**config.mk**
```make
export PLATFORM = sky130hd
export DESIGN_NAME = closed_polygon_perimeter_core
export DESIGN_NICKNAME = d
export VERILOG_FILES = /design/src/rtl/core/cpp_pkg.sv /design/src/rtl/core/cpp_isqrt.sv /design/src/rtl/core/closed_polygon_perimeter_core.sv
export SDC_FILE = /design/constraint.sdc
export NUM_CORES = 1
export LEC_CHECK = 0
export ABC_AREA = 0
export BUFFER_PORTS_ARGS = -buffer_cell sky130_fd_sc_hd__buf_4
export CORE_MARGIN = 3
export CORE_UTILIZATION = 50
export DETAILED_ROUTE_END_ITERATION = 10
export PLACE_DENSITY = 0.66
export SYNTH_ARGS = -nofsm -noshare
export SYNTH_HDL_FRONTEND = slang
export SYNTH_SLANG_ARGS = --single-unit
```
**constraint.sdc**
```tcl
create_clock -name clk_i -period 14.45 [get_ports clk_i]
set_clock_uncertainty 0.15 [all_clocks]
set_input_delay 0.7225 -clock clk_i [delete_from_list [all_inputs] [get_ports clk_i]]
set_output_delay 0.7225 -clock clk_i [all_outputs]
set_load 0.02 [all_outputs]
```
**src/rtl/core/cpp_pkg.sv**
```systemverilog
// ----------------------------------------------------------------------------
// Closed polygon perimeter package
// Shared defaults and the sequencer state type of the perimeter core.
// ----------------------------------------------------------------------------
package cpp_pkg;

  // Default coordinate width (signed Q8.8) and perimeter sum width (Q16.8).
  localparam int unsigned DefCoordBits = 16;
  localparam int unsigned DefSumBits   = 24;

  // Sequencer states, one-hot.
  typedef enum logic [5:0] {
    ST_IDLE = 6'b000001,
    ST_SQX  = 6'b000010,
    ST_SQY  = 6'b000100,
    ST_ADD  = 6'b001000,
    ST_ROOT = 6'b010000,
    ST_EMIT = 6'b100000
  } cpp_state_e;

endpackage

```
**src/rtl/core/cpp_isqrt.sv**
```systemverilog
// ----------------------------------------------------------------------------
// Iterative integer square root
// Restoring digit-by-digit root, two radicand bits per cycle.
// ----------------------------------------------------------------------------
module cpp_isqrt #(
  parameter int unsigned COORD_BITS = cpp_pkg::DefCoordBits
) (
  input  logic                  clk_i,
  input  logic                  rst_ni,
  input  logic                  start_i,
  input  logic [2*COORD_BITS:0] radicand_i,
  output logic [COORD_BITS:0]   root_o,
  output logic                  done_o
);

  localparam int unsigned RootW = COORD_BITS + 1;
  localparam int unsigned RadW  = 2 * COORD_BITS + 2;
  localparam int unsigned RemW  = COORD_BITS + 3;
  localparam int unsigned CntW  = $clog2(COORD_BITS + 1);

  logic [RadW-1:0]  rad_q, rad_d;
  logic [RemW-1:0]  rem_q, rem_d;
  logic [RootW-1:0] root_q, root_d;
  logic [CntW-1:0]  cnt_q, cnt_d;
  logic             busy_q, busy_d;
  logic             done_q, done_d;

  logic [RemW-1:0]  rem_shift;
  logic [RemW-1:0]  trial;

  // One root digit per cycle: bring down the next bit pair and try 4*root+1.
  assign rem_shift = {rem_q[RemW-3:0], rad_q[RadW-1 -: 2]};
  assign trial     = {root_q, 2'b01};

  always_comb begin
    rad_d  = rad_q;
    rem_d  = rem_q;
    root_d = root_q;
    cnt_d  = cnt_q;
    busy_d = busy_q;
    done_d = 1'b0;
    if (start_i) begin
      rad_d  = {1'b0, radicand_i};
      rem_d  = '0;
      root_d = '0;
      cnt_d  = CntW'(COORD_BITS);
      busy_d = 1'b1;
    end else if (busy_q) begin
      rad_d = {rad_q[RadW-3:0], 2'b00};
      if (rem_shift >= trial) begin
        rem_d  = rem_shift - trial;
        root_d = {root_q[RootW-2:0], 1'b1};
      end else begin
        rem_d  = rem_shift;
        root_d = {root_q[RootW-2:0], 1'b0};
      end
      if (cnt_q == '0) begin
        busy_d = 1'b0;
        done_d = 1'b1;
      end else begin
        cnt_d = cnt_q - CntW'(1);
      end
    end
  end

  always_ff @(posedge clk_i or negedge rst_ni) begin
    if (!rst_ni) begin
      busy_q <= 1'b0;
      done_q <= 1'b0;
      cnt_q  <= '0;
    end else begin
      busy_q <= busy_d;
      done_q <= done_d;
      cnt_q  <= cnt_d;
    end
  end

  always_ff @(posedge clk_i) begin
    rad_q  <= rad_d;
    rem_q  <= rem_d;
    root_q <= root_d;
  end

  assign root_o = root_q;
  assign done_o = done_q;

endmodule

```
**src/rtl/core/closed_polygon_perimeter_core.sv**
```systemverilog
// ----------------------------------------------------------------------------
// Closed polygon perimeter core
// Accumulates Euclidean edge lengths of a vertex stream, emits the perimeter.
// ----------------------------------------------------------------------------
// Usage: vertices enter on the slave stream, one word per vertex. tdata holds
// x_coord in the low COORD_BITS and y_coord above it, both signed fixed point;
// tlast marks the final vertex and closes the polygon. The first vertex of a
// polygon is stored. Every further vertex adds the length of the edge from
// the previous vertex: the shared multiplier squares dx and then dy, the
// squares are added, and the iterative root unit takes the root of the sum.
// A vertex with tlast also adds the closing edge back to the first vertex,
// and then the result register is loaded. The block accepts no vertex while
// it works on one. The perimeter leaves on the master stream as one word,
// saturating at its maximum, and all polygon state is cleared. A lone vertex
// with tlast gives zero. If the receiver stalls, the result holds in the
// output register; the next vertex is still taken and processed, and only
// the following result waits until the register is free. Reset clears the
// open polygon and any pending result.
// ----------------------------------------------------------------------------
module closed_polygon_perimeter_core #(
  parameter int unsigned COORD_BITS = cpp_pkg::DefCoordBits,
  parameter int unsigned SUM_BITS   = cpp_pkg::DefSumBits
) (
  input  logic                              clk_i,
  input  logic                              rst_ni,
  input  logic                              s_axis_tvalid_i,
  output logic                              s_axis_tready_o,
  // Fields from bit 0 up: x_coord, y_coord, zero padding to whole bytes.
  input  logic [((2*COORD_BITS+7)/8)*8-1:0] s_axis_tdata_i,
  input  logic                              s_axis_tlast_i,
  output logic                              m_axis_tvalid_o,
  input  logic                              m_axis_tready_i,
  // Fields from bit 0 up: perimeter_length, zero padding to whole bytes.
  output logic [((SUM_BITS+7)/8)*8-1:0]     m_axis_tdata_o
);

  localparam int unsigned OutW  = ((SUM_BITS + 7) / 8) * 8;
  localparam int unsigned RootW = COORD_BITS + 1;
  localparam int unsigned SqW   = 2 * COORD_BITS;
  localparam int unsigned AccW  = ((SUM_BITS > RootW) ? SUM_BITS : RootW) + 1;

  cpp_pkg::cpp_state_e state_q, state_d;

  // Polygon state.
  logic [COORD_BITS-1:0] first_x_q, first_x_d, first_y_q, first_y_d;
  logic [COORD_BITS-1:0] prev_x_q, prev_x_d, prev_y_q, prev_y_d;
  logic [COORD_BITS-1:0] cur_x_q, cur_x_d, cur_y_q, cur_y_d;
  logic [SUM_BITS-1:0]   sum_q, sum_d;
  logic                  open_q, open_d;
  logic                  last_q, last_d;
  // Low when the edge in work runs from the previous vertex, high when it is
  // the closing edge back to the first vertex.
  logic                  close_q, close_d;

  // Squaring datapath.
  logic [SqW-1:0]        prod_q, prod_d;
  logic [SqW-1:0]        sqx_q, sqx_d;

  // Result register.
  logic                  m_valid_q, m_valid_d;
  logic [SUM_BITS-1:0]   m_data_q, m_data_d;

  logic                  in_accept;
  logic [COORD_BITS-1:0] in_x, in_y;
  logic [COORD_BITS-1:0] op_a, op_b;
  logic [COORD_BITS:0]   diff;
  logic [COORD_BITS-1:0] mag;
  logic [SqW-1:0]        square;
  logic [2*COORD_BITS:0] radicand;
  logic                  root_start;
  logic [RootW-1:0]      root;
  logic                  root_done;
  logic [AccW-1:0]       acc_sum;
  logic [SUM_BITS-1:0]   sat_sum;

  assign in_x = s_axis_tdata_i[COORD_BITS-1:0];
  assign in_y = s_axis_tdata_i[2*COORD_BITS-1:COORD_BITS];

  assign s_axis_tready_o = (state_q == cpp_pkg::ST_IDLE);
  assign in_accept       = s_axis_tvalid_i && s_axis_tready_o;

  // The shared multiplier squares |dx| in ST_SQX and |dy| otherwise.
  always_comb begin
    if (state_q == cpp_pkg::ST_SQX) begin
      op_a = cur_x_q;
      op_b = close_q ? first_x_q : prev_x_q;
    end else begin
      op_a = cur_y_q;
      op_b = close_q ? first_y_q : prev_y_q;
    end
  end

  assign diff   = {op_a[COORD_BITS-1], op_a} - {op_b[COORD_BITS-1], op_b};
  assign mag    = diff[COORD_BITS] ? COORD_BITS'(-diff) : diff[COORD_BITS-1:0];
  assign square = mag * mag;

  assign radicand   = {1'b0, sqx_q} + {1'b0, prod_q};
  assign root_start = (state_q == cpp_pkg::ST_ADD);

  // Saturating accumulation: the sum clips at the all-ones value.
  assign acc_sum = AccW'(sum_q) + AccW'(root);
  assign sat_sum = (acc_sum >= AccW'({SUM_BITS{1'b1}})) ? {SUM_BITS{1'b1}}
                                                        : acc_sum[SUM_BITS-1:0];

  cpp_isqrt #(
    .COORD_BITS(COORD_BITS)
  ) u_isqrt (
    .clk_i     (clk_i),
    .rst_ni    (rst_ni),
    .start_i   (root_start),
    .radicand_i(radicand),
    .root_o    (root),
    .done_o    (root_done)
  );

  always_comb begin
    state_d   = state_q;
    first_x_d = first_x_q;
    first_y_d = first_y_q;
    prev_x_d  = prev_x_q;
    prev_y_d  = prev_y_q;
    cur_x_d   = cur_x_q;
    cur_y_d   = cur_y_q;
    sum_d     = sum_q;
    open_d    = open_q;
    last_d    = last_q;
    close_d   = close_q;
    prod_d    = prod_q;
    sqx_d     = sqx_q;
    m_valid_d = m_valid_q;
    m_data_d  = m_data_q;

    if (m_valid_q && m_axis_tready_i) begin
      m_valid_d = 1'b0;
    end

    case (state_q)
      cpp_pkg::ST_IDLE: begin
        if (in_accept) begin
          cur_x_d = in_x;
          cur_y_d = in_y;
          last_d  = s_axis_tlast_i;
          close_d = 1'b0;
          if (!open_q) begin
            // First vertex: nothing to measure yet.
            first_x_d = in_x;
            first_y_d = in_y;
            prev_x_d  = in_x;
            prev_y_d  = in_y;
            sum_d     = '0;
            open_d    = 1'b1;
            if (s_axis_tlast_i) begin
              state_d = cpp_pkg::ST_EMIT;
            end
          end else begin
            state_d = cpp_pkg::ST_SQX;
          end
        end
      end
      cpp_pkg::ST_SQX: begin
        prod_d  = square;
        state_d = cpp_pkg::ST_SQY;
      end
      cpp_pkg::ST_SQY: begin
        sqx_d   = prod_q;
        prod_d  = square;
        state_d = cpp_pkg::ST_ADD;
      end
      cpp_pkg::ST_ADD: begin
        state_d = cpp_pkg::ST_ROOT;
      end
      cpp_pkg::ST_ROOT: begin
        if (root_done) begin
          sum_d = sat_sum;
          if (close_q) begin
            state_d = cpp_pkg::ST_EMIT;
          end else begin
            prev_x_d = cur_x_q;
            prev_y_d = cur_y_q;
            if (last_q) begin
              close_d = 1'b1;
              state_d = cpp_pkg::ST_SQX;
            end else begin
              state_d = cpp_pkg::ST_IDLE;
            end
          end
        end
      end
      cpp_pkg::ST_EMIT: begin
        if (!m_valid_q || m_axis_tready_i) begin
          m_valid_d = 1'b1;
          m_data_d  = sum_q;
          sum_d     = '0;
          open_d    = 1'b0;
          state_d   = cpp_pkg::ST_IDLE;
        end
      end
      default: begin
        state_d = cpp_pkg::ST_IDLE;
      end
    endcase
  end

  always_ff @(posedge clk_i or negedge rst_ni) begin
    if (!rst_ni) begin
      state_q   <= cpp_pkg::ST_IDLE;
      open_q    <= 1'b0;
      sum_q     <= '0;
      m_valid_q <= 1'b0;
    end else begin
      state_q   <= state_d;
      open_q    <= open_d;
      sum_q     <= sum_d;
      m_valid_q <= m_valid_d;
    end
  end

  always_ff @(posedge clk_i) begin
    first_x_q <= first_x_d;
    first_y_q <= first_y_d;
    prev_x_q  <= prev_x_d;
    prev_y_q  <= prev_y_d;
    cur_x_q   <= cur_x_d;
    cur_y_q   <= cur_y_d;
    last_q    <= last_d;
    close_q   <= close_d;
    prod_q    <= prod_d;
    sqx_q     <= sqx_d;
    m_data_q  <= m_data_d;
  end

  assign m_axis_tvalid_o = m_valid_q;
  assign m_axis_tdata_o  = OutW'(m_data_q);

endmodule

```
==> reports/metrics.csv, run 1 <==
metric;value;unit
slowest_stage;and3b_1;
area_growth;10.2;%
tightest_slew;1.28;ns
yosysWarnings;0;
drc_errors;0;
fin_nets;2555;
startpoint_type;flop;
worstPathArrival;12.48;ns
slowest_delay;0.83;ns
maxSlewViolCount;0;
synth_top_area_cell;edfxtp_1;
num_io_pins;63;
critical_path.endpoint_type;flop;
grt_max_degree;81;
yosysSeqAreaShare;0.369;
dieArea;46900;um2
drtPass1Iterations;5;
utilization;0.562;
antenna_found_initial;0;
finalSetupTns;0;ns
rows;76;
hpwlAfterDp;34800;um
max_freq;0.0809;GHz
cp_data_required_time;14.56;ns
min_from;s_axis_tdata_i[5];
ys_types;91;
synth_area_leaders;edfxtp_1 (29%), fa_1 (15%), ha_1 (10%), inv_1 (4.9%), dfrtp_1 (4.3%);
hold_path_depth;1;
grt_usage;0.205;
cts_tree;done;
core_area;43500;um2
synthesis.area;22200;um2
r2r_start;state_q[2];
crit_path_start;state_q[2];
synth_edf_count;217;
rsz0062_at_grt;false;
grt_pass1_wl;79400;um
n_fill_cell;3762;
numCtsBuffers;34;
worstHoldEndpoint;cur_x_q[5];
layout_min_cycle_time;12.37;ns
cap_violations;0;
syn_inst;2110;
hold_viol;0;
io_buffers;62;
finalSetupViolCount;0;
start_util;0.510;
wl;46100;um
clkTransAtPathRegs;0.06;ns
grt_pass1_vias;15900;
status;complete, no violations;
die_x;217;um
cts_buffer_depth;3;
r2r-end;prod_q[31];
reg2reg_slack;2.08;ns
num_vias;15100;
cts_max_level;2;
drt_iter0_drc;892;
avgSynthCellArea;10.5;um2
cts.sink_count;291;
ys_seq_elements;291;
crit_type;flop to flop;
vias_per_cell;5.42;
layout_setup_ws;2.08;ns
routabilityCongestion;0.868;
synthMostInstantiatedCell;inv_1;
drive_gt1_frac;0.0966;
worstSkewPairLatency;0.55;ns
async_reset_ff_frac;0.134;
hold_class;primary input to flop;
synth_ff_type;edfxtp_1;
synth_nets;2496;
diodes;0;
ant_nets;0;
grt_overflow;0;
clockRootBuffer;clkbuf_16;
reg2regPathDepth;37;
dp_slack;2.11;ns
fp.dieH;217;um
min_period_over_period;0.856;
slew_headroom;0.141;
wl_per_cell;16.6;um
worstPathMaxFanout;20;
ys_top_cells_by_count;inv_1 (290), nand2_1 (227), edfxtp_1 (217);
hold_slack;0.211;ns
synth_top_area_frac;0.294;
-- through the flow --
stage,area [um2],instances
final,24400,2779
after detailed placement,23300,2717
after floorplan,22200,2110
after CTS,24400,2779
after global placement,23300,2717
after global routing,24400,2779
-- timing repair --
action	CTS	global route
endpoints found under the setup margin	0	0
hold endpoints to repair	1	0
buffers inserted	0	0
resized for setup	0	0
hold buffers	1	0
-- layer usage --
metal / part of all wire / track usage
met5: 0 / 0
met4: 0.021 / 0.0530
met2: 0.50 / 0.365
met3: 0.039 / 0.0280
met1: 0.44 / 0.265
-- state kept, by name, summed over array words and instances (netlist names), 5 cells and up --
register,flops
cur_x_q,16
cur_y_q,16
first_x_q,16
first_y_q,16
m_axis_tdata_o,24
prev_x_q,16
prev_y_q,16
prod_q,31
sqx_q,31
state_q,6
sum_q,24
u_isqrt.cnt_q,5
u_isqrt.rad_q,34
u_isqrt.rem_q,17
u_isqrt.root_o,17
-- cells in the final DEF, fill, tap and decap left out, types with 12 or more instances in the layout --
| cell type | count |
|---|---|
| xnor2_1 | 76 |
| a31oi_1 | 12 |
| ha_1 | 183 |
| a21o_1 | 52 |
| nand2b_1 | 22 |
| dfrtp_1 | 37 |
| mux2i_1 | 37 |
| nand3_1 | 25 |
| mux4_2 | 16 |
| a21oi_1 | 100 |
| a221o_1 | 20 |
| buf_4 | 79 |
| edfxtp_1 | 217 |
| nand2_1 | 227 |
| o21ai_0 | 86 |
| fa_1 | 166 |
| clkbuf_16 | 34 |
| nor3_1 | 28 |
| nor2_1 | 157 |
| xor2_1 | 36 |
| o21a_1 | 16 |
| nor2b_1 | 19 |
| inv_1 | 289 |
| mux2_2 | 16 |
| dfxtp_1 | 35 |
-- worst max-delay path by stage --
stage	end	depth (start not counted)	slack, ns
after floorplan	prod_q[31]	38	4.09
after global placement	prod_q[31]	37	2.53
after detailed placement	prod_q[31]	37	2.11
after CTS	prod_q[31]	37	2.06
after global routing	prod_q[31]	37	1.25
final	prod_q[31]	37	2.08
-- logic make-up (layout without fill, tap and decap cells) --
kind of cell | count (synthesis) | after routing | share of synthesized area
AO/OA/AOI/OAI | 363 | 363 | 0.108
XOR/XNOR | 118 | 118 | 0.0486
adder cells (fa/ha/maj) | 349 | 349 | 0.253
buffers and inverters | 353 | 437 | 0.0612
flip-flops | 291 | 291 | 0.369
multiplexers | 69 | 69 | 0.0411
AND/OR/NAND/NOR | 567 | 567 | 0.118
-- area by class of cell --
type | count | area [um2] | area share
multi-input combinational | 1466 | 12600 | 0.517
sequential | 291 | 8200 | 0.335
inverter | 296 | 1110 | 0.0455
clock buffer | 38 | 886 | 0.0362
tap | 585 | 732 | 0.0300
timing repair buffer | 80 | 603 | 0.0247
clock inverter | 23 | 265 | 0.0109
-- worst max-delay path, delay by kind of cell (launching register included) --
family	cells	cell delay [ns]
buffers and inverters	7	0.99
DFF	1	0.41
xor gates and xnor gates	2	0.96
muxes	1	0.37
adders and majority gates	8	3.75
AOI/OAI and AO/OA	11	2.85
and+or+nand+nor	8	2.59
Power of run 1 is not shown: default switching activity piles up to over one toggle a cycle in this logic, so the estimate is an artifact.
==> run 2, diff against run 1 <==
SYNTH_HIERARCHICAL = 1   (was not set)
==> run 2 against run 1 <==
Compared with the run above:
- maximum frequency increased by 10%
- sequential cell count unchanged
- design area increased by 0.73%
- first-iteration DRC count decreased by 21%
- count of clock-buffer cells in the layout increased by 7
- via count increased by 1.0%
- non-clock buffer count decreased by 1
- final cell count increased by 1.9%
- setup slack improved by 1.1 ns
- highest routed layer unchanged
- critical endpoint unchanged
- area after synthesis increased by 0.95%
- die area increased by 0.92%
==> reports/metrics.csv, run 2 <==
metric;value;unit
status;complete, no violations;
max_freq;0.0891;GHz
reg2regPathDepth;36;
async_reset_ff_frac;0.134;
synth_nets;2546;
rows;76;
synth_top_area_frac;0.291;
ys_seq_elements;291;
wl_per_cell;16.3;um
maxSlewViolCount;0;
clockRootBuffer;clkbuf_16;
grt_usage;0.202;
min_period_over_period;0.776;
cp_data_required_time;14.56;ns
yosysWarnings;6;
crit_type;flop to flop;
wl;46000;um
critical_path.endpoint_type;flop;
fp.dieH;218;um
finalSetupViolCount;0;
utilization;0.564;
dieArea;47400;um2
hold_viol;0;
r2r_start;state_q[0];
slew_headroom;0.176;
synth_ff_type;edfxtp_1;
hold_class;primary input to async pin;
drtPass1Iterations;7;
synth_top_area_cell;edfxtp_1;
area_growth;9.95;%
cts_resized;0;
regMostFlops;u_isqrt/rad_q;
ys_top_cells_by_count;inv_1 (299), nand2_1 (295), edfxtp_1 (217);
avgSynthCellArea;10.4;um2
core_area;43600;um2
synthMostInstantiatedCell;inv_1;
io_buffers;62;
rsz0062_at_grt;false;
startpoint_type;flop;
reg_top3;u_isqrt/rad_q (34), prod_q (31), sqx_q (31);
yosysSeqAreaShare;0.366;
num_io_pins;63;
finalSetupTns;0;ns
tightest_slew;1.23;ns
start_util;0.513;
die_x;218;um
layout_min_cycle_time;11.22;ns
clkTransAtPathRegs;0.06;ns
grt_overflow;0;
grt_max_degree;70;
cts_tree;done;
cts_max_level;2;
fin_nets;2607;
cap_violations;0;
drt_iter0_drc;709;
crit_path_start;state_q[0];
mostFrequentLayoutCells;inv_1 (298), nand2_1 (295), edfxtp_1 (217), ha_1 (181), nor2_1 (175);
syn_inst;2161;
reg2reg_slack;3.23;ns
cp_common_cell;fa_1;
synth_edf_count;217;
slowest_stage;fa_1;
vias_per_cell;5.38;
routabilityCongestion;0.902;
grt_pass1_wl;78700;um
final_common_cell;inv_1;
drc_errors;0;
worstPathMaxFanout;33;
cts_buffer_depth;3;
synthesis.area;22400;um2
r2r-end;prod_q[31];
hpwlAfterDp;35100;um
numCtsBuffers;34;
grt_pass1_vias;15900;
synth_area_leaders;edfxtp_1 (29%), fa_1 (15%), ha_1 (10%), inv_1 (5.0%), nand2_1 (4.9%);
drive_gt1_frac;0.0997;
antenna_found_initial;0;
ant_nets;0;
worstSkewPairLatency;0.53;ns
cts_hold_buf;0;
ys_types;94;
diodes;0;
slowest_delay;0.55;ns
cts.sink_count;291;
worstPathArrival;11.33;ns
num_vias;15200;
largest_reg_flops;34;
post_cts_buffers;0;
## run 2: cell count changes after synthesis, sizes merged, moves of 14 or more
| cell | previous run | this run |
|---|---|---|
| nand2 | 227 | 297 |
| a21o | 52 | 30 |
| o21ai | 88 | 68 |
| a221o | 20 | 2 |
| mux2 | 16 | 33 |
| a21oi | 102 | 86 |
| nor2 | 162 | 177 |
| xnor2 | 82 | 68 |
## run 2: logic make-up (layout without fill, tap and decap cells)
group                    count (synthesis)  count (layout)  share of synthesized area
multiplexers                            80              80                     0.0467
buffers and inverters                  361             446                     0.0621
flip-flops                             291             291                      0.366
XOR/XNOR                               113             113                     0.0474
adder cells (fa/ha/maj)                348             348                      0.250
AO/OA/AOI/OAI                          324             324                     0.0984
AND/OR/NAND/NOR                        644             644                      0.129
## run 2: final cells by class
cell class                      count  area, um2
Clock buffer                       45        956
Fill cell                        3738      19000
Sequential cell                   291       8190
Clock inverter                     15        175
Inverter                          307       1150
Tap cell                          585        732
Multi-Input combinational cell   1509      12800
Timing Repair Buffer               79        593
## run 2: stage by stage
| stage | hold WS, ns | instances | setup WS, ns | instance area [um2] |
|---|---|---|---|---|
| after floorplan | 0.277 | 2161 | 3.97 | 22400 |
| after global placement | 0.301 | 2771 | 3.40 | 23500 |
| after detailed placement | 0.300 | 2771 | 3.22 | 23500 |
| after CTS | 0.0208 | 2831 | 3.19 | 24600 |
| after global routing | 0.0414 | 2831 | 2.50 | 24600 |
| final | 0.0202 | 2831 | 3.23 | 24600 |
## run 2: worst max-delay path by stage
| stage | to | slack, ns | cells past startpoint |
|---|---|---|---|
| final | prod_q[31] | 3.23 | 36 |
| after global routing | prod_q[31] | 2.50 | 34 |
| after CTS | prod_q[31] | 3.19 | 36 |
| after detailed placement | prod_q[31] | 3.22 | 36 |
| after global placement | prod_q[31] | 3.40 | 37 |
| after floorplan | prod_q[31] | 3.97 | 35 |
## run 2: metal layers
layer  wire length [um]  track usage
met4               1130       0.0572
met1              20900        0.271
met5                  0            0
met2              21900        0.343
met3               2040       0.0283
## run 2: critical path, delay by kind of cell (launching register included)
| kind | cells | cell delay, ns |
|---|---|---|
| flops | 1 | 0.54 |
| simple gates | 11 | 2.03 |
| buf+inv | 6 | 1.42 |
| xor+xnor | 2 | 0.53 |
| compound gates | 9 | 2.44 |
| fa+ha+maj | 8 | 3.80 |
Power of run 2 is left out for the same reason.
==> run 3, diff against run 2 <==
ABC_AREA = 1   (was 0)
clock period = 11.4 ns   (was 14.45 ns; I/O delays follow)
==> run 3 against run 2 <==
Compared with the run above:
- non-clock buffer count shrank 1
- register-to-register slack lost 2.0 ns
- critical endpoint is now prod_q[28]
- hold slack gained 0.054 ns
- global-route usage grew 2.1 points
- maximum frequency grew 11%
- setup slack lost 2.0 ns
- design area grew 4.6%
- wire length grew 17%
- via count grew 19%
==> reports/metrics.csv, run 3 <==
metric;value;unit
core_area;46000;um2
max_freq;0.0986;GHz
cts_buffer_depth;3;
wl_per_cell;15.3;um
final_common_cell;nand2_1;
clkTransAtPathRegs;0.06;ns
slowest_stage;xor2_1;
rows;78;
hold_class;primary input to flop;
grt_max_degree;61;
mostFrequentLayoutCells;nand2_1 (728), inv_1 (466), nor2_1 (252), edfxtp_1 (217), ha_1 (181);
die_x;223;um
cts.sink_count;291;
area_growth;9.15;%
slowest_delay;0.92;ns
num_io_pins;63;
largest_reg_flops;34;
yosysSeqAreaShare;0.347;
cts_max_level;2;
worstSkewPairLatency;0.54;ns
worstPathArrival;10.28;ns
synth_top_area_frac;0.276;
cp_common_cell;nand2_1;
tightest_slew;1.18;ns
diodes;0;
drive_gt1_frac;0.0796;
ys_top_cells_by_count;nand2_1 (728), inv_1 (466), nor2_1 (254);
synth_edf_count;217;
finalSetupTns;0;ns
routabilityCongestion;0.942;
synth_ff_type;edfxtp_1;
numCtsBuffers;34;
clockRootBuffer;clkbuf_16;
drt_iter0_drc;1283;
dieArea;49800;um2
ys_seq_elements;291;
layout_min_cycle_time;10.15;ns
rsz0062_at_grt;false;
hold_viol;0;
cts_hold_buf;1;
grt_pass1_wl;91600;um
cp_data_required_time;11.53;ns
synthMostInstantiatedCell;nand2_1;
synth_nets;3204;
n_fill_cell;4195;
synthesis.area;23600;um2
cts_tree;done;
hold_slack;0.0741;ns
drc_errors;0;
synth_area_leaders;edfxtp_1 (28%), fa_1 (14%), nand2_1 (12%), ha_1 (9.6%), inv_1 (7.4%);
synth_top_area_cell;edfxtp_1;
post_cts_buffers;0;
start_util;0.513;
fp.dieH;223;um
vias_per_cell;5.18;
finalSetupViolCount;0;
io_buffers;62;
avgSynthCellArea;8.37;um2
async_reset_ff_frac;0.134;
syn_inst;2819;
maxSlewViolCount;0;
num_vias;18100;
startpoint_type;flop;
cap_violations;0;
ys_types;56;
status;complete, no violations;
antenna_found_initial;0;
regMostFlops;u_isqrt/rad_q;
crit_type;flop to flop;
min_period_over_period;0.890;
grt_pass1_vias;18500;
wl;53700;um
yosysWarnings;6;
critical_path.endpoint_type;flop;
hpwlAfterDp;41800;um
grt_overflow;0;
reg_top3;u_isqrt/rad_q (34), prod_q (31), sqx_q (31);
cts_resized;0;
slew_headroom;0.209;
ant_nets;0;
grt_usage;0.223;
fin_nets;3260;
drtPass1Iterations;5;
worstPathMaxFanout;60;
## run 3: worst paths after layout
kind	from	end	slack, ns	cells after the start
max reg2reg	state_q[5]	prod_q[28]	1.25	40
min	s_axis_tdata_i[19]	cur_y_q[3]	0.07	1
max in group asynchronous	rst_ni	state_q[0]	10.32	2
max	state_q[5]	prod_q[28]	1.25	40
min in group asynchronous	rst_ni	sum_q[7]	0.40	2
min reg2reg	prod_q[13]	sqx_q[13]	0.31	0
## run 3: cell families (layout without fill, tap and decap cells)
logic type,count (synthesis),in the layout,synth area share
AO/OA/AOI/OAI,302,302,0.0699
XOR/XNOR,92,92,0.0345
adder cells (fa/ha/maj),348,348,0.238
buffers and inverters,571,653,0.0945
flip-flops,291,291,0.347
multiplexers,1,1,0.000424
AND/OR/NAND/NOR,1214,1214,0.216
## run 3: worst max-delay path: cells and delay by family (launching register included)
family                     cells  cell delay [ns]
AOI/OAI and AO/OA              6             1.00
xor gates and xnor gates       2             1.06
adders and majority gates      9             4.08
buffers and inverters          8             1.24
DFF                            1             0.43
and+or+nand+nor               15             1.91
## run 3: per-layer routing
metal,global-route usage,vias up,wire length (um)
li1,-,9053,-
met1,0.295,8658,24200
met2,0.386,352,26000
met3,0.0263,84,1960
met4,0.0648,0,1510
met5,0,-,0
## run 3: stage by stage
step	area [um2]	std cells	worst slack [ns]	utilization
global route	25800	3501	0.456	0.560
CTS	25800	3501	1.25	0.560
detailed placement	24600	3438	1.30	0.536
finish	25800	3501	1.25	0.560
global placement	24600	3438	1.54	0.536
floorplan	23600	2819	2.46	-
## run 3: final cells by class
type,count,area (um2),area share
clock buffers,44,920,0.0357
clock inverters,18,181,0.00704
inverters,513,1930,0.0748
multi-input cells,1957,13200,0.512
flip-flops and latches,291,8190,0.318
well taps,600,751,0.0292
repair buffers,78,588,0.0228
Power of run 3 is left out for the same reason.
